--- src/rtl/core/ctrr_pkg.sv ---
// ----------------------------------------------------------------------------
// ctrr_pkg
// Types and constants shared by the transport receiver: codes, the job
// descriptor that travels from the front to the back, and queue status.
// ----------------------------------------------------------------------------
package ctrr_pkg;

  typedef enum logic [1:0] {
    OP_START = 2'd0,
    OP_FRAME = 2'd1,
    OP_TICK  = 2'd2
  } op_t;

  typedef enum logic [1:0] {
    KIND_PAYLOAD = 2'd0,
    KIND_FLOW    = 2'd1,
    KIND_DONE    = 2'd2
  } kind_t;

  typedef enum logic [2:0] {
    ST_OK       = 3'd0,
    ST_TIMEOUT  = 3'd1,
    ST_INVALID  = 3'd2,
    ST_OVERRUN  = 3'd3,
    ST_SEQUENCE = 3'd4
  } status_t;

  typedef enum logic [1:0] {
    PH_IDLE   = 2'd0,
    PH_FIRST  = 2'd1,
    PH_CONSEC = 2'd2
  } phase_t;

  typedef enum logic [2:0] {
    REG_RESPONSE_ID    = 3'd0,
    REG_REQUEST_ID     = 3'd1,
    REG_PAD_VALUE      = 3'd2,
    REG_CAPACITY       = 3'd3,
    REG_TIMEOUT_BUDGET = 3'd4
  } reg_index_t;

  typedef enum logic [1:0] {
    STEP_PAY  = 2'd0,
    STEP_FC   = 2'd1,
    STEP_FIN  = 2'd2
  } step_t;

  localparam logic [3:0] FT_SINGLE      = 4'd0;
  localparam logic [3:0] FT_FIRST       = 4'd1;
  localparam logic [3:0] FT_CONSEC      = 4'd2;
  localparam logic [7:0] FC_CLEAR       = 8'h30;
  localparam logic [7:0] FC_BLOCK_SIZE  = 8'h00;
  localparam logic [7:0] FC_ST_MIN      = 8'h00;
  localparam logic [3:0] SF_PAYLOAD_MAX = 4'd7;
  localparam logic [2:0] FF_PAYLOAD     = 3'd6;
  localparam logic [2:0] CF_PAYLOAD_MAX = 3'd7;
  localparam logic [2:0] FC_LAST_BYTE   = 3'd7;
  localparam logic [3:0] DLC_FULL       = 4'd8;

  localparam int QUEUE_DEPTH = 4;
  localparam int QUEUE_AW    = $clog2(QUEUE_DEPTH);

  typedef struct packed {
    logic [6:0][7:0] data;
    logic [2:0]      count;
    logic [11:0]     base;
    logic            fc;
    logic [7:0]      pad;
    logic            fin;
    status_t         status;
    logic [11:0]     length;
  } job_t;

  typedef struct packed {
    logic                full;
    logic                empty;
    logic [QUEUE_AW:0]   level;
  } queue_status_t;

endpackage

--- src/rtl/core/can_transport_reassembling_receiver.sv ---
// ----------------------------------------------------------------------------
// can_transport_reassembling_receiver
// Reassembles one segmented transport message from received CAN frames and
// emits payload bytes, flow-control bytes and a completion status.
// ----------------------------------------------------------------------------
//  channel  | direction | beat contents
//  ---------+-----------+----------------------------------------------------
//  s_axis   | in        | one start, frame or tick item
//  m_axis   | out       | payload byte, flow-control byte or completion
//  cfg      | in        | register write, taken in the same cycle
//
// An item is taken every cycle while the four-entry job queue has room; the
// front settles session state in the cycle it takes the item.
// While m_tready is high the back sends one beat per cycle, up to 14 beats
// per frame, so the job expansion sets the sustained frame rate.
// Reset is synchronous and clears session state, queue and output valid.
// The output register holds while m_tready is low; the queue then fills and
// s_tready falls.
module can_transport_reassembling_receiver #(
  parameter int MAX_LENGTH = 4095
) (
  input  logic         clk,
  input  logic         rst,
  input  logic         cfg_we,
  input  logic [2:0]   cfg_index,
  input  logic [28:0]  cfg_data,
  input  logic         s_tvalid,
  output logic         s_tready,
  // frame_id, frame_dlc, byte0, byte1, byte2, byte3, byte4, byte5, byte6, byte7
  input  logic [103:0] s_tdata,
  // operation
  input  logic [1:0]   s_tuser,
  output logic         m_tvalid,
  input  logic         m_tready,
  // byte_value, byte_index, status, message_length
  output logic [39:0]  m_tdata,
  // kind
  output logic [1:0]   m_tuser,
  output logic         m_tlast
);

  logic                    accept;
  logic                    push;
  logic                    pop;
  ctrr_pkg::job_t          push_job;
  ctrr_pkg::job_t          head;
  ctrr_pkg::queue_status_t q_status;
  logic [7:0][7:0]         frame_bytes;

  assign s_tready    = !q_status.full;
  assign accept      = s_tvalid && s_tready;
  assign frame_bytes = s_tdata[96:33];

  ctrr_front #(
    .MAX_LENGTH (MAX_LENGTH)
  ) u_front (
    .clk         (clk),
    .rst         (rst),
    .cfg_we      (cfg_we),
    .cfg_index   (cfg_index),
    .cfg_data    (cfg_data),
    .accept      (accept),
    .operation   (s_tuser),
    .frame_id    (s_tdata[28:0]),
    .frame_dlc   (s_tdata[32:29]),
    .frame_bytes (frame_bytes),
    .push        (push),
    .job         (push_job)
  );

  ctrr_queue u_queue (
    .clk      (clk),
    .rst      (rst),
    .push     (push),
    .push_job (push_job),
    .pop      (pop),
    .head     (head),
    .status   (q_status)
  );

  ctrr_back u_back (
    .clk      (clk),
    .rst      (rst),
    .head     (head),
    .avail    (!q_status.empty),
    .pop      (pop),
    .m_tvalid (m_tvalid),
    .m_tready (m_tready),
    .m_tdata  (m_tdata),
    .m_tuser  (m_tuser),
    .m_tlast  (m_tlast)
  );

  a_no_push_when_full: assert property (@(posedge clk) disable iff (rst)
    push |-> !q_status.full || pop)
    else $error("job pushed into a full queue");

  a_level_bound: assert property (@(posedge clk) disable iff (rst)
    q_status.level <= (ctrr_pkg::QUEUE_AW+1)'(ctrr_pkg::QUEUE_DEPTH))
    else $error("queue level above depth");

  a_done_is_last: assert property (@(posedge clk) disable iff (rst)
    m_tvalid && m_tuser == ctrr_pkg::KIND_DONE |-> m_tlast)
    else $error("completion beat without last");

  a_status_on_done_only: assert property (@(posedge clk) disable iff (rst)
    m_tvalid && m_tuser != ctrr_pkg::KIND_DONE |-> m_tdata[22:20] == ctrr_pkg::ST_OK)
    else $error("status set on a byte beat");

endmodule

--- src/rtl/core/ctrr_front.sv ---
// ----------------------------------------------------------------------------
// ctrr_front
// Holds configuration and session state, classifies each accepted item and
// pushes one job for each item that causes result beats, describing them.
// ----------------------------------------------------------------------------
module ctrr_front #(
  parameter int MAX_LENGTH = 4095
) (
  input  logic              clk,
  input  logic              rst,
  input  logic              cfg_we,
  input  logic [2:0]        cfg_index,
  input  logic [28:0]       cfg_data,
  input  logic              accept,
  input  logic [1:0]        operation,
  input  logic [28:0]       frame_id,
  input  logic [3:0]        frame_dlc,
  input  logic [7:0][7:0]   frame_bytes,
  output logic              push,
  output ctrr_pkg::job_t    job
);

  localparam logic [11:0] MaxLen = 12'(MAX_LENGTH);

  logic [28:0]       response_id;
  logic [7:0]        pad_value;
  logic [11:0]       capacity;
  logic [15:0]       timeout_budget;

  ctrr_pkg::phase_t  phase, phase_next;
  logic [15:0]       time_left, time_left_next;
  logic [11:0]       total_length, total_length_next;
  logic [11:0]       received_count, received_count_next;
  logic [3:0]        expected_sequence, expected_sequence_next;

  logic [3:0]        dlc_eff;
  logic [11:0]       limit;
  logic [3:0]        pci_type;
  logic [3:0]        pci_low;
  logic [11:0]       ff_length;
  logic [11:0]       remaining;
  logic [2:0]        take;
  logic [11:0]       count_sum;
  logic [15:0]       tick_left;

  always_ff @(posedge clk) begin
    if (rst) begin
      response_id    <= '0;
      pad_value      <= '0;
      capacity       <= 12'd4095;
      timeout_budget <= 16'd1000;
    end else if (cfg_we) begin
      unique case (cfg_index)
        ctrr_pkg::REG_RESPONSE_ID:    response_id    <= cfg_data;
        ctrr_pkg::REG_PAD_VALUE:      pad_value      <= cfg_data[7:0];
        ctrr_pkg::REG_CAPACITY:       capacity       <= cfg_data[11:0];
        ctrr_pkg::REG_TIMEOUT_BUDGET: timeout_budget <= cfg_data[15:0];
        default: ;
      endcase
    end
  end

  always_ff @(posedge clk) begin
    if (rst) begin
      phase             <= ctrr_pkg::PH_IDLE;
      time_left         <= '0;
      total_length      <= '0;
      received_count    <= '0;
      expected_sequence <= 4'd1;
    end else begin
      phase             <= phase_next;
      time_left         <= time_left_next;
      total_length      <= total_length_next;
      received_count    <= received_count_next;
      expected_sequence <= expected_sequence_next;
    end
  end

  always_comb begin
    dlc_eff   = (frame_dlc > ctrr_pkg::DLC_FULL) ? ctrr_pkg::DLC_FULL : frame_dlc;
    limit     = (capacity < MaxLen) ? capacity : MaxLen;
    pci_type  = frame_bytes[0][7:4];
    pci_low   = frame_bytes[0][3:0];
    ff_length = {pci_low, frame_bytes[1]};
    remaining = (total_length > received_count) ? (total_length - received_count) : 12'd0;
    take      = (remaining < 12'(ctrr_pkg::CF_PAYLOAD_MAX)) ? remaining[2:0]
                                                           : ctrr_pkg::CF_PAYLOAD_MAX;
    count_sum = received_count + 12'(take);
    tick_left = (time_left != 16'd0) ? (time_left - 16'd1) : time_left;

    phase_next             = phase;
    time_left_next         = time_left;
    total_length_next      = total_length;
    received_count_next    = received_count;
    expected_sequence_next = expected_sequence;
    push                   = 1'b0;
    job                    = '0;
    job.pad                = pad_value;
    job.status             = ctrr_pkg::ST_OK;
    for (int k = 0; k < 7; k++) begin
      job.data[k] = frame_bytes[k + 1];
    end

    if (accept) begin
      unique case (operation)
        ctrr_pkg::OP_START: begin
          phase_next             = ctrr_pkg::PH_FIRST;
          time_left_next         = timeout_budget;
          total_length_next      = '0;
          received_count_next    = '0;
          expected_sequence_next = 4'd1;
          if (timeout_budget == 16'd0) begin
            push       = 1'b1;
            job.fin    = 1'b1;
            job.status = ctrr_pkg::ST_TIMEOUT;
            phase_next = ctrr_pkg::PH_IDLE;
          end
        end
        ctrr_pkg::OP_TICK: begin
          if (phase != ctrr_pkg::PH_IDLE) begin
            time_left_next = tick_left;
            if (tick_left == 16'd0) begin
              push       = 1'b1;
              job.fin    = 1'b1;
              job.status = ctrr_pkg::ST_TIMEOUT;
              phase_next = ctrr_pkg::PH_IDLE;
            end
          end
        end
        ctrr_pkg::OP_FRAME: begin
          if (phase != ctrr_pkg::PH_IDLE && frame_id == response_id) begin
            push    = 1'b1;
            job.fin = 1'b1;
            priority if (dlc_eff == 4'd0) begin
              job.status = ctrr_pkg::ST_INVALID;
            end else if (phase == ctrr_pkg::PH_FIRST) begin
              priority if (pci_type == ctrr_pkg::FT_SINGLE) begin
                priority if (pci_low == 4'd0 || pci_low > ctrr_pkg::SF_PAYLOAD_MAX ||
                             pci_low > dlc_eff - 4'd1) begin
                  job.status = ctrr_pkg::ST_INVALID;
                end else if (12'(pci_low) > limit) begin
                  job.status = ctrr_pkg::ST_OVERRUN;
                end else begin
                  job.count  = pci_low[2:0];
                  job.length = 12'(pci_low);
                end
              end else if (pci_type != ctrr_pkg::FT_FIRST || dlc_eff != ctrr_pkg::DLC_FULL) begin
                job.status = ctrr_pkg::ST_INVALID;
              end else begin
                total_length_next = ff_length;
                priority if (ff_length <= 12'd7) begin
                  job.status = ctrr_pkg::ST_INVALID;
                end else if (ff_length > limit) begin
                  job.status = ctrr_pkg::ST_OVERRUN;
                end else begin
                  for (int k = 0; k < 6; k++) begin
                    job.data[k] = frame_bytes[k + 2];
                  end
                  job.data[6]            = '0;
                  job.count              = ctrr_pkg::FF_PAYLOAD;
                  job.fc                 = 1'b1;
                  job.fin                = 1'b0;
                  received_count_next    = 12'(ctrr_pkg::FF_PAYLOAD);
                  expected_sequence_next = 4'd1;
                end
              end
            end else begin
              priority if (pci_type != ctrr_pkg::FT_CONSEC) begin
                job.status = ctrr_pkg::ST_INVALID;
              end else if (pci_low != expected_sequence) begin
                job.status = ctrr_pkg::ST_SEQUENCE;
              end else if (dlc_eff < 4'(take) + 4'd1) begin
                job.status = ctrr_pkg::ST_INVALID;
              end else begin
                job.count              = take;
                job.base               = received_count;
                received_count_next    = count_sum;
                expected_sequence_next = expected_sequence + 4'd1;
                job.fin                = (count_sum >= total_length);
                job.length             = count_sum;
              end
            end
            if (job.fin) begin
              phase_next = ctrr_pkg::PH_IDLE;
            end else begin
              phase_next = ctrr_pkg::PH_CONSEC;
            end
          end
        end
        default: ;
      endcase
    end
  end

endmodule

--- src/rtl/core/ctrr_queue.sv ---
// ----------------------------------------------------------------------------
// ctrr_queue
// Short first-in first-out queue of job descriptors between front and back.
// ----------------------------------------------------------------------------
module ctrr_queue (
  input  logic                    clk,
  input  logic                    rst,
  input  logic                    push,
  input  ctrr_pkg::job_t          push_job,
  input  logic                    pop,
  output ctrr_pkg::job_t          head,
  output ctrr_pkg::queue_status_t status
);

  localparam int AW = ctrr_pkg::QUEUE_AW;

  ctrr_pkg::job_t  entries [ctrr_pkg::QUEUE_DEPTH];
  logic [AW-1:0]   wr_ptr;
  logic [AW-1:0]   rd_ptr;
  logic [AW:0]     level;

  always_ff @(posedge clk) begin
    if (push) begin
      entries[wr_ptr] <= push_job;
    end
  end

  always_ff @(posedge clk) begin
    if (rst) begin
      wr_ptr <= '0;
      rd_ptr <= '0;
      level  <= '0;
    end else begin
      if (push) begin
        wr_ptr <= wr_ptr + AW'(1);
      end
      if (pop) begin
        rd_ptr <= rd_ptr + AW'(1);
      end
      if (push && !pop) begin
        level <= level + (AW+1)'(1);
      end else if (pop && !push) begin
        level <= level - (AW+1)'(1);
      end
    end
  end

  assign head         = entries[rd_ptr];
  assign status.level = level;
  assign status.full  = (level == (AW+1)'(ctrr_pkg::QUEUE_DEPTH));
  assign status.empty = (level == '0);

endmodule

--- src/rtl/core/ctrr_back.sv ---
// ----------------------------------------------------------------------------
// ctrr_back
// Expands each job into output register beats, one per cycle unless stalled.
// ----------------------------------------------------------------------------
module ctrr_back (
  input  logic                    clk,
  input  logic                    rst,
  input  ctrr_pkg::job_t          head,
  input  logic                    avail,
  output logic                    pop,
  output logic                    m_tvalid,
  input  logic                    m_tready,
  output logic [39:0]             m_tdata,
  output logic [1:0]              m_tuser,
  output logic                    m_tlast
);

  ctrr_pkg::job_t   cur;
  logic             busy;
  ctrr_pkg::step_t  step;
  logic [2:0]       idx;

  logic             load;
  logic             beat_last;
  logic [1:0]       beat_kind;
  logic [7:0]       beat_value;
  logic [11:0]      beat_index;
  logic [2:0]       beat_status;
  logic [11:0]      beat_length;
  ctrr_pkg::step_t  step_next;
  ctrr_pkg::step_t  first_step;

  assign load = !m_tvalid || m_tready;
  assign pop  = avail && (!busy || (load && beat_last));

  always_comb begin
    beat_kind   = ctrr_pkg::KIND_DONE;
    beat_value  = '0;
    beat_index  = '0;
    beat_status = ctrr_pkg::ST_OK;
    beat_length = '0;
    beat_last   = 1'b1;
    step_next   = step;
    unique case (step)
      ctrr_pkg::STEP_PAY: begin
        beat_kind  = ctrr_pkg::KIND_PAYLOAD;
        beat_value = cur.data[idx];
        beat_index = cur.base + 12'(idx);
        beat_last  = (idx == cur.count - 3'd1) && !cur.fc && !cur.fin;
        if (idx == cur.count - 3'd1) begin
          step_next = cur.fc ? ctrr_pkg::STEP_FC : ctrr_pkg::STEP_FIN;
        end
      end
      ctrr_pkg::STEP_FC: begin
        beat_kind  = ctrr_pkg::KIND_FLOW;
        priority if (idx == 3'd0) begin
          beat_value = ctrr_pkg::FC_CLEAR;
        end else if (idx == 3'd1) begin
          beat_value = ctrr_pkg::FC_BLOCK_SIZE;
        end else if (idx == 3'd2) begin
          beat_value = ctrr_pkg::FC_ST_MIN;
        end else begin
          beat_value = cur.pad;
        end
        beat_index = 12'(idx);
        beat_last  = (idx == ctrr_pkg::FC_LAST_BYTE) && !cur.fin;
        if (idx == ctrr_pkg::FC_LAST_BYTE) begin
          step_next = ctrr_pkg::STEP_FIN;
        end
      end
      default: begin
        beat_status = cur.status;
        beat_length = cur.length;
      end
    endcase

    if (head.count != 3'd0) begin
      first_step = ctrr_pkg::STEP_PAY;
    end else if (head.fc) begin
      first_step = ctrr_pkg::STEP_FC;
    end else begin
      first_step = ctrr_pkg::STEP_FIN;
    end
  end

  always_ff @(posedge clk) begin
    if (rst) begin
      busy     <= 1'b0;
      m_tvalid <= 1'b0;
      step     <= ctrr_pkg::STEP_FIN;
      idx      <= '0;
    end else begin
      if (load) begin
        m_tvalid <= busy;
      end
      if (pop) begin
        busy <= 1'b1;
        step <= first_step;
        idx  <= '0;
      end else if (load && busy) begin
        if (beat_last) begin
          busy <= 1'b0;
        end else begin
          step <= step_next;
          idx  <= (step_next != step) ? 3'd0 : idx + 3'd1;
        end
      end
    end
  end

  always_ff @(posedge clk) begin
    if (pop) begin
      cur <= head;
    end
    if (load && busy) begin
      m_tdata <= {5'd0, beat_length, beat_status, beat_index, beat_value};
      m_tuser <= beat_kind;
      m_tlast <= beat_last;
    end
  end

endmodule

--- config.mk ---
export PLATFORM = sky130hd
export DESIGN_NAME = can_transport_reassembling_receiver
export DESIGN_NICKNAME = d
export VERILOG_FILES = /design/src/rtl/core/ctrr_pkg.sv /design/src/rtl/core/can_transport_reassembling_receiver.sv /design/src/rtl/core/ctrr_front.sv /design/src/rtl/core/ctrr_queue.sv /design/src/rtl/core/ctrr_back.sv
export SDC_FILE = /design/constraint.sdc
export NUM_CORES = 1
export LEC_CHECK = 0
export BUFFER_PORTS_ARGS = -buffer_cell sky130_fd_sc_hd__buf_2
export CAP_MARGIN = 15
export CELL_PAD_IN_SITES_DETAIL_PLACEMENT = 1
export CELL_PAD_IN_SITES_GLOBAL_PLACEMENT = 2
export CORE_MARGIN = 2
export CORE_UTILIZATION = 43
export CTS_BUF_LIST = sky130_fd_sc_hd__clkbuf_16
export CTS_CLUSTER_DIAMETER = 40
export CTS_CLUSTER_SIZE = 16
export DETAILED_ROUTE_END_ITERATION = 16
export PLACE_DENSITY = 0.88
export SYNTH_ARGS = -nofsm -noshare
export SYNTH_HDL_FRONTEND = slang
export SYNTH_HIERARCHICAL = 1
export SYNTH_SLANG_ARGS = --single-unit
--- constraint.sdc ---
create_clock -name clk -period 6.95 [get_ports clk]
set_clock_uncertainty 0.2 [all_clocks]
set_input_delay 0.3475 -clock clk [delete_from_list [all_inputs] [get_ports clk]]
set_output_delay 0.3475 -clock clk [all_outputs]
set_load 0.01 [all_outputs]
==> qor.txt <==
CTS sink count: 645
total CTS buffers: 91
max_slew headroom: 16.1%
net switching share of the total power: 28.9%
r2r setup slk: 0.43 ns
Synth cell types: 82
hold path start: s_tdata[36]
CP endpoint kind: register
ys async rst share: 0%
dpl hpwl: 48.8 mm
final core occ: 52.7%
final setup vio count: 0
final wirelength: 81.9 mm
cells along the critical path: inv_1 > ha_1 > and4_1 > and2_1 > a2111oi_0 > o2bb2ai_1 > and2_1 > a21oi_1 > ha_1 > inv_1 > fa_1 > inv_1 > a21o_1 > and2_1 > nand3_1 > xnor2_1 > inv_1 > ha_1 > a211oi_1 > o211ai_1 > a211oi_1 > o21bai_1
status: finished clean
vias in the first global route: 20001
Die Ht: 260 microns
Psw: 3.34 mW
# rows: 93
worst hold path stage count: 5
gpl congestion: 0.852
root buffer cell: clkbuf_16
worst min-delay path class: input pin to register
FF-to-FF path depth: 22
Synth Area per Inst: 14.0 sq um
Clock power frac: 40.8%
H-Tree Depth: 3
largest net degree at the start of global routing: 63
Fmax achieved: 153 MHz
FILL cells: 6412
GRT overflow: 0
FF-to-FF Start: u_front/received_count[7]$_SDFFE_PP0P_
CP max stage cell: a2111oi_0
Sequential Power Share: 44.3%
dpl cells: 2970
Clock Pin Slew Worst Setup and Hold Paths: 0.05 ns
wire per inst: 25.2 microns
PwrDens: 340 nW/um^2
Int Pwr: 8.24 mW
synthesized flop and latch total: 645
synthesis-to-finish area growth: 20.8%
Initial Utilization: 43.7%
RSZ-0062 raised after global routing: false
Mapped Area: 28200 sq um
worst vdd ir: 193 uV
post-route ant nets: 0
I/O pin total: 188
total power: 11.6 mW
CP arrival: 6.65 ns
CP Data Required Time: 7.08 ns
Vias: 18439
initial antenna violation count: 2
Leakage: 12.1 nW
Final period util: 93.8%
sequential share of the synthesized area: 64.1%
Crit Path Class: register to register
cts repair resizes: 0
Starting DRT DRC Count: 1361
Slew Viols, Final: 0
number of max-cap violations: 0
gr usage total: 24.2%
crit start category: register
worst skew pair latency: 0.66 ns
yosys warns: 6
CTS Buffer Depth: 3
setup_tns: 0 ns
cells after synthesis: 2013
Worst Tran Pin Value: 1.25 ns
Vias/cell: 5.68
worst-path fanout max: 10
DIE AREA: 67700 sq um
Final Hold Fails: 0
layout cells sized above 1: 21.9%
fin cells: 3249
Synth Flop Type: edfxtp_1
Core Region: 64700 sq um
IO buf count: 175
Final min period: 6.52 ns
Post-synth EDFFs: 518
Nets: 2534
DRT Pass-1 Iters: 5
Crit path top cell by count: inv_1
Worst Hold End: u_front/total_length[11]$_SDFFE_PP0P_
drc violations: 0
power share of the combinational group: 14.9%
CTS tree: yes
r2r endpoint: u_queue/entries[0][15]$_DFFE_PP_
max incr delay on CP: 0.61 ns
first-pass GRT wire length: 123 mm
die width: 260 microns
## power groups by stage
stage                     logic [mW]  registers (mW)  clock network (mW)
after floorplan                 1.20            5.01                   0
after global placement          1.56            5.13                   0
after detailed placement        1.62            5.16                   0
after CTS                       1.70            5.10                4.73
after global routing            1.87            5.17                4.92
final                           1.73            5.13                4.73
## worst max path at each step
stage | end | cells after the start | startpoint | slack (ns)
3_3_place_gp | u_queue/entries[0][15]$_DFFE_PP_ | 21 | u_front/received_count[7]$_SDFFE_PP0P_ | 0.57
5_1_grt | u_queue/entries[0][15]$_DFFE_PP_ | 22 | u_front/received_count[5]$_SDFFE_PP0P_ | 0.007
6_report | u_queue/entries[0][15]$_DFFE_PP_ | 22 | u_front/received_count[7]$_SDFFE_PP0P_ | 0.43
3_5_place_dp | u_queue/entries[2][15]$_DFFE_PP_ | 21 | u_front/received_count[7]$_SDFFE_PP0P_ | 0.52
4_1_cts | u_queue/entries[0][15]$_DFFE_PP_ | 21 | u_front/received_count[7]$_SDFFE_PP0P_ | 0.48
2_1_floorplan | u_queue/entries[0][15]$_DFFE_PP_ | 25 | u_front/received_count[7]$_SDFFE_PP0P_ | 1.60
## cells by family (layout without fill, tap and decap cells)
family                     Yosys count  after routing  synth area share, %
AOI/OAI and AO/OA                  293            293                 6.60
buffers and inverters              183            558                 2.87
adders and majority gates           78             78                 3.56
and+or+nand+nor                    582            582                 10.1
DFF                                645            645                 64.1
muxes                              169            169                 10.8
xor gates and xnor gates            62             62                 1.97
other                                1              7               0.0133
## cell usage after synthesis, types with 33 or more instances
cell | number | area (sq um)
clkbuf_1 | 57 | 214
and2_1 | 33 | 206
a21oi_1 | 116 | 581
o21ai_0 | 47 | 235
nor2_1 | 117 | 439
nand2_1 | 213 | 800
ha_1 | 74 | 926
dfxtp_1 | 127 | 2540
xor2_1 | 41 | 359
inv_1 | 88 | 330
mux4_2 | 104 | 2340
mux2_2 | 40 | 450
edfxtp_1 | 518 | 15600
## per-stage QoR
stage	instance area, sq um	hold slack [ns]	worst slack [ns]
after global routing	34100	0.0765	0.00696
final	34100	0.0559	0.431
after floorplan	28300	0.225	1.60
after CTS	34100	0.0180	0.476
after global placement	29900	0.236	0.573
after detailed placement	29900	0.245	0.523
## routing by layer
layer,part of all wire (%),up-vias,track usage [%]
met5,0,-,0
met4,3.9,0,10.3
met3,5.8,208,3.92
met2,50,682,41.7
met1,40,9366,30.3
li1,-,8183,-
## cells in the final DEF, fill, tap and decap left out, types with 20 or more instances in the layout
cell type,instances
nor3_1,31
edfxtp_1,518
mux4_2,104
o21ai_0,47
clkbuf_16,92
nor2_1,116
xnor2_1,20
mux2_2,40
nand2_1,213
buf_2,175
a21oi_1,116
ha_1,74
inv_1,97
dfxtp_1,124
nand3b_1,21
nor4_1,23
nor2b_1,28
xor2_1,41
nand3_1,32
and2_1,29
mux2i_1,20
dlygate4sd3_1,104
## final cells by class
type | instances | area [sq um] | share of cell area (%)
clock inverter | 80 | 820 | 2.40
multi-input combinational | 1189 | 9370 | 27.5
timing repair buffer | 298 | 2110 | 6.18
sequential | 645 | 18100 | 53.1
clock buffer | 92 | 2300 | 6.75
tap | 855 | 1070 | 3.14
inverter | 88 | 330 | 0.968
antenna | 2 | 5.00 | 0.0147
## critical path, delay by kind of cell (launching register included)
| kind | cells | cell delay [ns] |
|---|---|---|
| AO/OA/AOI/OAI | 8 | 2.70 |
| adder cells (fa/ha/maj) | 4 | 1.30 |
| AND/OR/NAND/NOR | 5 | 1.04 |
| flip-flops | 1 | 0.38 |
| buffers and inverters | 4 | 0.33 |
| XOR/XNOR | 1 | 0.24 |
## repair_timing
action                                 in CTS  in global routing
buffers inserted                            0                  0
hold buffers                              104                  0
endpoints found under the hold margin     300                  0
## flip-flops by register name, summed over array words and instances (netlist names), 2 cells and up, named ones only
signal / count
u_back/m_tdata: 35
u_front/expected_sequence: 4
u_queue/wr_ptr: 2
u_queue/level: 3
u_front/capacity: 12
u_front/response_id: 29
u_back/idx: 3
u_front/timeout_budget: 16
u_back/cur: 96
u_front/total_length: 12
u_queue/rd_ptr: 2
u_back/step: 2
u_front/time_left: 16
u_front/pad_value: 8
u_front/received_count: 12
u_front/phase: 2
u_back/m_tuser: 2
u_queue/entries: 384
No activity file was read; power rests on OpenSTA's default activity.
